<file path="src/rtl/tcce_pkg.sv">
// shared types, character codes and reset values for the text console character engine
package tcce_pkg;

  // tab expansion and per-byte result limit
  localparam int unsigned TAB_SPACES_DEF = 4;
  localparam int unsigned MAX_RESULTS    = 8;
  localparam int unsigned CNT_W          = $clog2(MAX_RESULTS + 1);

  // result kinds
  typedef enum logic [1:0] {
    KIND_DRAW   = 2'd0,
    KIND_SCROLL = 2'd1,
    KIND_BADESC = 2'd2
  } kind_t;

  // character codes
  localparam logic [7:0] CH_BS          = 8'h08;
  localparam logic [7:0] CH_TAB         = 8'h09;
  localparam logic [7:0] CH_LF          = 8'h0A;
  localparam logic [7:0] CH_CR          = 8'h0D;
  localparam logic [7:0] CH_ESC         = 8'h1B;
  localparam logic [7:0] CH_SPACE       = 8'h20;
  localparam logic [7:0] CH_DIGIT_0     = 8'h30;
  localparam logic [7:0] CH_DIGIT_9     = 8'h39;
  localparam logic [7:0] CH_UPPER_A     = 8'h41;
  localparam logic [7:0] CH_UPPER_F     = 8'h46;
  localparam logic [7:0] CH_LOWER_B     = 8'h62;
  localparam logic [7:0] CH_LOWER_F     = 8'h66;
  localparam logic [7:0] HEX_ALPHA_BASE = CH_UPPER_A - 8'd10;

  // configuration register indexes
  localparam logic [3:0] REG_TEXT_COLUMNS = 4'd0;
  localparam logic [3:0] REG_TEXT_ROWS    = 4'd1;
  localparam logic [3:0] REG_GLYPH_WIDTH  = 4'd2;
  localparam logic [3:0] REG_GLYPH_HEIGHT = 4'd3;
  localparam logic [3:0] REG_MARGIN_X     = 4'd4;
  localparam logic [3:0] REG_MARGIN_Y     = 4'd5;
  localparam logic [3:0] REG_DEFAULT_FG   = 4'd6;
  localparam logic [3:0] REG_DEFAULT_BG   = 4'd7;

  // configuration registers
  typedef struct packed {
    logic [9:0]  text_columns;
    logic [8:0]  text_rows;
    logic [5:0]  glyph_width;
    logic [5:0]  glyph_height;
    logic [4:0]  margin_x;
    logic [4:0]  margin_y;
    logic [31:0] default_fg;
    logic [31:0] default_bg;
  } cfg_t;

  localparam cfg_t CFG_RESET = '{
    text_columns: 10'd80,
    text_rows:    9'd25,
    glyph_width:  6'd8,
    glyph_height: 6'd16,
    margin_x:     5'd0,
    margin_y:     5'd0,
    default_fg:   32'h00FF_FFFF,
    default_bg:   32'h0000_0000
  };

  // console state carried from step to step
  typedef struct packed {
    logic [9:0]       col;
    logic [8:0]       row;
    logic [31:0]      fg;
    logic [31:0]      bg;
    logic             esc;
    logic             edit_bg;
    logic             tab_act;
    logic             scroll_pend;
    logic [CNT_W-1:0] cnt;
  } eng_state_t;

  localparam eng_state_t ST_RESET = '{
    col:         10'd0,
    row:         9'd0,
    fg:          32'h00FF_FFFF,
    bg:          32'h0000_0000,
    esc:         1'b0,
    edit_bg:     1'b0,
    tab_act:     1'b0,
    scroll_pend: 1'b0,
    cnt:         '0
  };

  // one result transaction
  typedef struct packed {
    kind_t       kind;
    logic [7:0]  glyph;
    logic [13:0] px;
    logic [12:0] py;
    logic [31:0] fg;
    logic [31:0] bg;
    logic        last;
  } result_t;

endpackage

</file>
<file path="src/rtl/tcce_step.sv">
// one console step: next cursor and color state and at most one result
module tcce_step #(
  parameter int unsigned TAB_SPACES = tcce_pkg::TAB_SPACES_DEF,
  parameter int unsigned SL_W       = 2
) (
  input  tcce_pkg::cfg_t       cfg_i,
  input  tcce_pkg::eng_state_t st_i,
  input  logic [7:0]           char_i,
  input  logic [SL_W-1:0]      sl_i,
  output tcce_pkg::eng_state_t st_o,
  output logic [SL_W-1:0]      sl_o,
  output tcce_pkg::result_t    res_o,
  output logic                 emit_o,
  output logic                 done_o
);
  import tcce_pkg::*;

  logic            eff_tab;
  logic [SL_W-1:0] rem;
  logic [7:0]      ch;
  logic [15:0]     px_full;
  logic [14:0]     py_full;
  logic [8:0]      row_sat;
  logic            is_dec;
  logic            is_alpha;
  logic [3:0]      nib;

  // a tab in normal mode runs as a series of spaces
  assign eff_tab = st_i.tab_act || ((char_i == CH_TAB) && !st_i.esc);
  assign rem     = st_i.tab_act ? sl_i : (eff_tab ? SL_W'(TAB_SPACES - 1) : '0);
  assign ch      = eff_tab ? CH_SPACE : char_i;

  // glyph cell position of the current cursor
  assign px_full = 16'({6'd0, st_i.col} * {10'd0, cfg_i.glyph_width}) + {11'd0, cfg_i.margin_x};
  assign py_full = 15'({6'd0, st_i.row} * {9'd0, cfg_i.glyph_height}) + {10'd0, cfg_i.margin_y};

  // row left after a scroll
  assign row_sat = (cfg_i.text_rows == 9'd0) ? 9'd0 : cfg_i.text_rows - 9'd1;

  // hex digit decode for escape color entry
  assign is_dec   = (char_i >= CH_DIGIT_0) && (char_i <= CH_DIGIT_9);
  assign is_alpha = (char_i >= CH_UPPER_A) && (char_i <= CH_UPPER_F);
  assign nib      = is_dec ? 4'(char_i - CH_DIGIT_0) : 4'(char_i - HEX_ALPHA_BASE);

  always_comb begin
    logic [10:0] col_new;
    logic [9:0]  row_new;
    logic        wrap;
    logic [9:0]  col_w;
    logic [9:0]  row_w;
    logic        sc;
    logic        draw;
    logic        emit_raw;
    logic        final_res;

    st_o      = st_i;
    sl_o      = sl_i;
    res_o     = '0;
    emit_raw  = 1'b0;
    final_res = 1'b0;
    done_o    = 1'b0;
    col_new   = {1'b0, st_i.col};
    row_new   = {1'b0, st_i.row};
    draw      = 1'b0;
    wrap      = 1'b0;
    col_w     = st_i.col;
    row_w     = {1'b0, st_i.row};
    sc        = 1'b0;

    if (st_i.scroll_pend) begin
      // scroll after the cursor moves past the bottom row
      emit_raw          = 1'b1;
      res_o.kind        = KIND_SCROLL;
      st_o.row          = row_sat;
      st_o.scroll_pend  = 1'b0;
      if (st_i.tab_act && (sl_i != '0)) begin
        sl_o = sl_i - SL_W'(1);
      end else begin
        done_o       = 1'b1;
        final_res    = 1'b1;
        st_o.tab_act = 1'b0;
      end
    end else if (st_i.esc) begin
      // escape sequence bytes
      done_o = 1'b1;
      if (char_i == CH_ESC) begin
        st_o.esc = 1'b0;
      end else if (char_i == CH_LOWER_F) begin
        st_o.edit_bg = 1'b0;
        st_o.fg      = '0;
      end else if (char_i == CH_LOWER_B) begin
        st_o.edit_bg = 1'b1;
        st_o.bg      = '0;
      end else if (is_dec || is_alpha) begin
        if (st_i.edit_bg) begin
          st_o.bg = {st_i.bg[27:0], nib};
        end else begin
          st_o.fg = {st_i.fg[27:0], nib};
        end
      end else begin
        if (st_i.edit_bg) begin
          st_o.bg = cfg_i.default_bg;
        end else begin
          st_o.fg = cfg_i.default_fg;
        end
        st_o.esc    = 1'b0;
        emit_raw    = 1'b1;
        final_res   = 1'b1;
        res_o.kind  = KIND_BADESC;
        res_o.glyph = char_i;
      end
    end else if (ch == CH_ESC) begin
      st_o.esc = 1'b1;
      done_o   = 1'b1;
    end else begin
      // cursor movement for plain bytes
      case (ch)
        CH_LF: begin
          col_new = 11'd0;
          row_new = {1'b0, st_i.row} + 10'd1;
        end
        CH_CR: begin
          col_new = 11'd0;
        end
        CH_BS: begin
          if (st_i.col == 10'd0) begin
            if (st_i.row != 9'd0) begin
              col_new = {1'b0, cfg_i.text_columns - 10'd1};
              row_new = {1'b0, st_i.row} - 10'd1;
            end
          end else begin
            col_new = {1'b0, st_i.col} - 11'd1;
          end
        end
        default: begin
          draw    = 1'b1;
          col_new = {1'b0, st_i.col} + 11'd1;
        end
      endcase

      // wrap at the right edge, then check the bottom
      wrap  = col_new >= {1'b0, cfg_i.text_columns};
      col_w = wrap ? 10'd0 : col_new[9:0];
      row_w = row_new + {9'd0, wrap};
      sc    = row_w >= {1'b0, cfg_i.text_rows};

      emit_raw    = draw;
      res_o.kind  = KIND_DRAW;
      res_o.glyph = draw ? ch : 8'd0;
      res_o.px    = draw ? px_full[13:0] : 14'd0;
      res_o.py    = draw ? py_full[12:0] : 13'd0;
      st_o.col    = col_w;
      st_o.row    = row_w[8:0];

      if (sc) begin
        st_o.scroll_pend = 1'b1;
        st_o.tab_act     = eff_tab;
        sl_o             = rem;
      end else if (rem != '0) begin
        st_o.tab_act = 1'b1;
        sl_o         = rem - SL_W'(1);
      end else begin
        done_o       = 1'b1;
        final_res    = draw;
        st_o.tab_act = 1'b0;
      end
    end

    // results past the per-byte limit are dropped
    emit_o     = emit_raw && (st_i.cnt < CNT_W'(MAX_RESULTS));
    res_o.last = final_res || (st_i.cnt == CNT_W'(MAX_RESULTS - 1));
    res_o.fg   = st_o.fg;
    res_o.bg   = st_o.bg;
    if (done_o) begin
      st_o.cnt = '0;
    end else if (emit_o) begin
      st_o.cnt = st_i.cnt + CNT_W'(1);
    end
  end

endmodule

</file>
<file path="src/rtl/text_console_char_engine_top.sv">
// top level of the text console character engine
// Takes one console byte per transaction and gives draw, scroll and bad-escape results,
// one result per cycle through a registered output stage unless out_ready stalls it.
// An ordinary byte or escape byte takes one step, and the next byte is taken in the
// same cycle the current one finishes. A byte that pushes the cursor past the bottom
// row takes one extra step for its scroll result. A tab runs as TAB_SPACES space steps
// plus one per scroll it causes. At most eight results come from one byte; later ones are
// dropped, and the eighth is marked last. The user must write configuration through
// the cfg port only while the engine is idle; the block itself does not enforce it.
module text_console_char_engine_top #(
  parameter int unsigned TAB_SPACES = tcce_pkg::TAB_SPACES_DEF
) (
  input  logic        clk,
  input  logic        rst_n,
  input  logic        in_valid,
  output logic        in_ready,
  input  logic [7:0]  in_char_code,
  output logic        out_valid,
  input  logic        out_ready,
  output logic [1:0]  out_result_kind,
  output logic [7:0]  out_glyph,
  output logic [13:0] out_pixel_x,
  output logic [12:0] out_pixel_y,
  output logic [31:0] out_fg_color,
  output logic [31:0] out_bg_color,
  output logic        out_last,
  input  logic        cfg_valid,
  output logic        cfg_ready,
  input  logic [3:0]  cfg_index,
  input  logic [31:0] cfg_data
);
  import tcce_pkg::*;

  localparam int unsigned SL_W = (TAB_SPACES > 1) ? $clog2(TAB_SPACES) : 1;

  cfg_t            cfg_r;
  eng_state_t      st_r;
  eng_state_t      st_nxt;
  logic [SL_W-1:0] sl_r;
  logic [SL_W-1:0] sl_nxt;
  logic            cur_valid_r;
  logic [7:0]      cur_char_r;
  logic            out_valid_r;
  result_t         out_res_r;
  result_t         res;
  logic            emit;
  logic            done;
  logic            out_free;
  logic            step_go;
  logic            step_done;
  logic            in_fire;

  // step logic
  tcce_step #(
    .TAB_SPACES (TAB_SPACES),
    .SL_W       (SL_W)
  ) u_step (
    .cfg_i  (cfg_r),
    .st_i   (st_r),
    .char_i (cur_char_r),
    .sl_i   (sl_r),
    .st_o   (st_nxt),
    .sl_o   (sl_nxt),
    .res_o  (res),
    .emit_o (emit),
    .done_o (done)
  );

  // handshake control
  assign out_free  = !out_valid_r || out_ready;
  assign step_go   = cur_valid_r && out_free;
  assign step_done = step_go && done;
  assign in_ready  = !cur_valid_r || step_done;
  assign in_fire   = in_valid && in_ready;
  assign cfg_ready = 1'b1;

  // configuration registers
  always_ff @(posedge clk) begin
    if (!rst_n) begin
      cfg_r <= CFG_RESET;
    end else if (cfg_valid && cfg_ready) begin
      unique case (cfg_index)
        REG_TEXT_COLUMNS: cfg_r.text_columns <= cfg_data[9:0];
        REG_TEXT_ROWS:    cfg_r.text_rows    <= cfg_data[8:0];
        REG_GLYPH_WIDTH:  cfg_r.glyph_width  <= cfg_data[5:0];
        REG_GLYPH_HEIGHT: cfg_r.glyph_height <= cfg_data[5:0];
        REG_MARGIN_X:     cfg_r.margin_x     <= cfg_data[4:0];
        REG_MARGIN_Y:     cfg_r.margin_y     <= cfg_data[4:0];
        REG_DEFAULT_FG:   cfg_r.default_fg   <= cfg_data;
        REG_DEFAULT_BG:   cfg_r.default_bg   <= cfg_data;
        default: ;
      endcase
    end
  end

  // console state, input holding register and output valid
  always_ff @(posedge clk) begin
    if (!rst_n) begin
      st_r        <= ST_RESET;
      sl_r        <= '0;
      cur_valid_r <= 1'b0;
      out_valid_r <= 1'b0;
    end else begin
      if (step_go) begin
        st_r <= st_nxt;
        sl_r <= sl_nxt;
      end
      if (in_fire) begin
        cur_valid_r <= 1'b1;
      end else if (step_done) begin
        cur_valid_r <= 1'b0;
      end
      if (step_go && emit) begin
        out_valid_r <= 1'b1;
      end else if (out_ready) begin
        out_valid_r <= 1'b0;
      end
    end
  end

  // payload registers
  always_ff @(posedge clk) begin
    if (in_fire) begin
      cur_char_r <= in_char_code;
    end
    if (step_go && emit) begin
      out_res_r <= res;
    end
  end

  // result ports
  assign out_valid       = out_valid_r;
  assign out_result_kind = out_res_r.kind;
  assign out_glyph       = out_res_r.glyph;
  assign out_pixel_x     = out_res_r.px;
  assign out_pixel_y     = out_res_r.py;
  assign out_fg_color    = out_res_r.fg;
  assign out_bg_color    = out_res_r.bg;
  assign out_last        = out_res_r.last;

endmodule

</file>
<file path="config.mk">
export PLATFORM = sky130hd
export DESIGN_NAME = text_console_char_engine_top
export DESIGN_NICKNAME = d
export VERILOG_FILES = /design/src/rtl/tcce_pkg.sv /design/src/rtl/tcce_step.sv /design/src/rtl/text_console_char_engine_top.sv
export SDC_FILE = /design/constraint.sdc
export NUM_CORES = 1
export LEC_CHECK = 0
export BUFFER_PORTS_ARGS = -buffer_cell sky130_fd_sc_hd__buf_2
export CAP_MARGIN = 25
export CORE_ASPECT_RATIO = 1.25
export CORE_MARGIN = 3
export CORE_UTILIZATION = 30
export CTS_CLUSTER_DIAMETER = 30
export DETAILED_ROUTE_END_ITERATION = 8
export SYNTH_ARGS = -nofsm -noshare
export SYNTH_HDL_FRONTEND = slang
export SYNTH_SLANG_ARGS = --single-unit
</file>
<file path="constraint.sdc">
create_clock -name clk -period 6.4 [get_ports clk]
set_clock_uncertainty 0.1 [all_clocks]
set_input_delay 0.32 -clock clk [delete_from_list [all_inputs] [get_ports clk]]
set_output_delay 0.32 -clock clk [all_outputs]
set_load 0.05 [all_outputs]
</file>
==> impl_summary.log <==
[metrics] Worst R2R Path Depth: 29
[metrics] Syn Nets: 2,275
[metrics] final routed wirelength across all metal layers: 56,250 um
[metrics] startpoint type of the worst setup path: register
[metrics] clock transition time at the flip-flop clock pins of the worst setup and hold paths: 0.05 ns
[metrics] initial core utilization: 30.38%
[metrics] vias in the first global route: 16,430
[metrics] failing checks: setup timing
[metrics] io pins: 154
[metrics] sequential share of power: 30.5%
[metrics] final critical path time including I/O delays and setup: 6.663 ns
[metrics] count of max-cap constraint violations: 0
[metrics] Primary FF master, synth: dfxtp_1
[metrics] number of detailed-routing iterations run before antenna repair: 5
[metrics] core box area: 60,910 um2
[metrics] R2R Path Start: cur_char_r[5]
[metrics] Combinational Power Share: 18.6%
[metrics] required time of the critical path: 5.98 ns
[metrics] largest net degree at the start of global routing: 88
[metrics] fraction of the yosys area taken by sequential cells: 39.48%
[metrics] Int Power: 5.295 mW
[metrics] buffers from clock root to sink, at most: 3
[metrics] switching share of power: 29.67%
[metrics] weighted congestion at the end of routability-driven global placement: 0.8647
[metrics] TritonCTS sink count: 310
[metrics] count of placed standard cells including taps: 3,010
[metrics] via count: 16,000
[metrics] number of fillers in the final layout: 6,118
[metrics] number of H-tree levels: 3
[metrics] part of the power in the clock network: 50.9%
[metrics] Site Rows: 101
[metrics] leak pwr: 10.78 nW
[metrics] count of placed standard cells in the final layout, fillers left out: 3,213
[metrics] Synth Warn #: 0
[metrics] endpoint of the worst setup timing path: in_ready
[metrics] combined area of the multi-input logic cells: 10,270 um2
[metrics] result of the run: complete, but fails checks
[metrics] Chip Height: 283.7 um
[metrics] Async S/R FF share, synth: 0%
[metrics] register cell area after layout: 7307 um2
[metrics] cells after synthesis: 2,065
[metrics] post-route DRC violation count: 0
[metrics] Inserted Clock Buffers: 76
[metrics] placed standard-cell area: 20,620 um2
[metrics] Die Wd: 228.2 um
[metrics] worst min-delay path category: primary input to register
[metrics] share of layout cells above drive strength 1: 19.42%
[metrics] most frequent standard cell in the layout excluding fill and tap cells: nand2_1
[metrics] diode count: 0
[metrics] Iter 0 DRT Violations: 934
[metrics] Yosys cell types: 85
[metrics] VDD IR-drop max: 0.2715 mV
[metrics] Port Buffer Count: 152
[metrics] crit path kind: register to primary output
[metrics] mapped cell area: 18,510 um2
[metrics] destination of the worst register-to-register timing path: st_r[5]
[metrics] Net count, final: 2,537
[metrics] Routed wire per std cell: 17.51 um
[metrics] Post-synth EDFFs: 110
[metrics] Hold Violations, Final: 0
[metrics] setup_tns: -0.2625 ns
[metrics] CP max FO: 5
[metrics] Worst setup startpoint: cur_char_r[5]
[metrics] data arrival time of the critical path: 6.24 ns
[metrics] delay contributed by the slowest stage of the critical path: 0.59 ns
[metrics] highest clock rate: 150.1 MHz
[metrics] highest-delay cell along the critical path: or4b_4
[metrics] per-instance average area after synthesis: 8.962 um2
[metrics] die footprint: 64,720 um2
[metrics] Reg2Reg Setup Slack: 0.15 ns
[metrics] clock latency at the later pin of the worst-skew pair: 0.59 ns
[metrics] final cycle utilization of the critical path: 104.1%
[metrics] clock tree from TritonCTS: done
[metrics] drt via density: 4.979
[metrics] power density over the cells: 313.7 nW/um2
[metrics] GRT Resource Usage Total: 17.10%
[metrics] Worst Max-Slew Pin Slew: 1.061 ns
[metrics] final setup fails: 1
[metrics] unrepaired setup endpoints after global routing: yes
[metrics] post-synthesis sequential element count: 310
[metrics] area growth from synthesis to layout: 29.68%
[metrics] HPWL after detailed placement: 39,670 um
[metrics] crit path capture type: primary output
[metrics] antenna violation net count after detailed routing: 0
[metrics] number of antenna violations at the first check in global routing: 0
[metrics] Root Buffer Master: clkbuf_16
[metrics] most used cells in the layout excluding fill and tap cells: 355 x nand2_1, 200 x dfxtp_1, 155 x inv_1
[metrics] first-pass GRT wire length: 89,200 um
[metrics] relative slew slack: 29.28%
[metrics] NetSw: 2.233 mW
[metrics] worst setup margin: -0.2625 ns
[metrics] count of pins over their slew limit: 0
[metrics] final instance area: 24,000 um2
[metrics] global route overflow: 0
==> how the worst min path moves through the flow <==
stage / startpoint / end / slack [ns] / cells past startpoint
after global placement: cfg_r[4] / cfg_r[4] / 0.34 / 2
after global routing: cfg_data[1] / cfg_r[1] / 0.04 / 3
after CTS: cfg_data[3] / cfg_r[3] / 0.01 / 3
final: cfg_data[1] / cfg_r[1] / 0.04 / 3
after floorplan: st_r[4] / out_result_kind[0] / 0.30 / 0
after detailed placement: cfg_r[4] / cfg_r[4] / 0.35 / 2
==> through the flow <==
| step | hold slack (ns) | setup slack (ns) | utilization (%) | power [mW] |
|---|---|---|---|---|
| 3_5_place_dp | 0.3460 | -0.4160 | 33.85 | 3.623 |
| 3_3_place_gp | 0.3412 | -0.3452 | 33.75 | 3.603 |
| 2_1_floorplan | 0.3029 | 0.0006510 | - | 3.208 |
| 6_report | 0.03609 | -0.2625 | 39.40 | 7.528 |
| 4_1_cts | 0.01244 | -0.4227 | 39.31 | 7.589 |
| 5_1_grt | 0.04362 | -0.6237 | 39.40 | 7.844 |
==> cells by family (layout without fill, tap and decap cells) <==
logic type	count (synthesis)	count (layout)	synth area share [%]
AOI/OAI and AO/OA	403	403	14.45
xor gates and xnor gates	58	58	2.745
adders and majority gates	161	161	13.48
buffers and inverters	289	613	6.044
DFF	310	310	39.48
muxes	78	78	4.219
other	1	1	0.02026
and+or+nand+nor	765	765	19.55
==> registers in the layout, indices dropped and copies added, names as in the netlist <==
signal           flops
cur_valid_r          1
out_pixel_x         14
out_last             1
out_valid            1
st_r                91
out_pixel_y         13
cfg_r              105
cur_char_r           8
sl_r                 2
out_bg_color        32
out_glyph            8
out_result_kind      2
out_fg_color        32
==> power groups by stage <==
| stage | logic, mW | clock network, mW | registers [mW] |
|---|---|---|---|
| 6_report | 1.40 | 3.83 | 2.30 |
| 5_1_grt | 1.52 | 4.01 | 2.31 |
| 4_1_cts | 1.40 | 3.89 | 2.30 |
| 3_5_place_dp | 1.29 | 0 | 2.33 |
| 3_3_place_gp | 1.28 | 0 | 2.33 |
| 2_1_floorplan | 0.636 | 0 | 2.57 |
==> cell type report <==
| cell class | count | share of cell area (%) |
|---|---|---|
| inverters | 157 | 2.471 |
| multi-input cells | 1466 | 42.81 |
| repair buffers | 316 | 9.144 |
| flip-flops and latches | 310 | 30.45 |
| well taps | 824 | 4.296 |
| clock inverters | 36 | 1.924 |
| clock buffers | 104 | 8.910 |
==> synth_stat cells, drive strengths merged (4+ instances only) <==
| master | number | share of area (%) |
|---|---|---|
| nand2 | 360 | 7.3 |
| dfxtp | 200 | 22 |
| inv | 157 | 3.2 |
| a21oi | 127 | 3.4 |
| nor2 | 122 | 2.5 |
| clkbuf | 114 | 2.3 |
| edfxtp | 110 | 18 |
| o21ai | 102 | 2.8 |
| ha | 97 | 6.6 |
| mux2i | 78 | 4.2 |
| fa | 64 | 6.9 |
| and2 | 61 | 2.1 |
| nand3 | 54 | 1.5 |
| xnor2 | 42 | 2.0 |
| nand2b | 38 | 1.3 |
| nor3 | 33 | 1.0 |
| o211a | 31 | 1.7 |
| o211ai | 23 | 0.93 |
| and3 | 19 | 0.64 |
| buf | 18 | 0.55 |
| xor2 | 16 | 0.76 |
| nor4 | 15 | 0.66 |
| a21o | 12 | 0.49 |
| nand4 | 12 | 0.41 |
| a22o | 11 | 0.52 |
| a2111oi | 10 | 0.68 |
| a211oi | 10 | 0.41 |
| o21bai | 9 | 0.37 |
| o31ai | 9 | 0.44 |
| or4 | 8 | 0.34 |
| a211o | 7 | 0.33 |
| a31oi | 7 | 0.27 |
| or3 | 6 | 0.20 |
| a311oi | 5 | 0.24 |
| and4 | 5 | 0.24 |
| nor2b | 5 | 0.17 |
| nor3b | 5 | 0.20 |
| nor4b | 5 | 0.24 |
| o21a | 5 | 0.20 |
| or2 | 5 | 0.17 |
| a2bb2oi | 4 | 0.19 |
| nand3b | 4 | 0.16 |
==> critical path: cells and delay by family, from the launching register on <==
family | cells | cell delay, ns
xor+xnor | 1 | 0.19
fa+ha+maj | 3 | 0.81
simple gates | 7 | 1.53
flops | 1 | 0.38
compound gates | 15 | 2.45
buf+inv | 2 | 0.28
==> routing by layer <==
| metal | vias to the layer above | GRT usage (%) | routed length (um) |
|---|---|---|---|
| met4 | 0 | 7.438 | 1914 |
| met2 | 459 | 30.58 | 28920 |
| met3 | 113 | 3.624 | 3062 |
| li1 | 7661 | - | - |
| met1 | 7765 | 19.63 | 22350 |
| met5 | - | 0 | 0 |
==> repair_timing <==
item                                    in CTS  in global routing
cloned                                       0                  0
hold buffers                                39                  0
pin swaps                                   23                 19
endpoints found under the setup margin      19                 20
resized for setup                           31                 20
endpoints found under the hold margin       71                  0
setup buffers                               28                  2
Note: power is estimated with default switching activity, not from simulation.
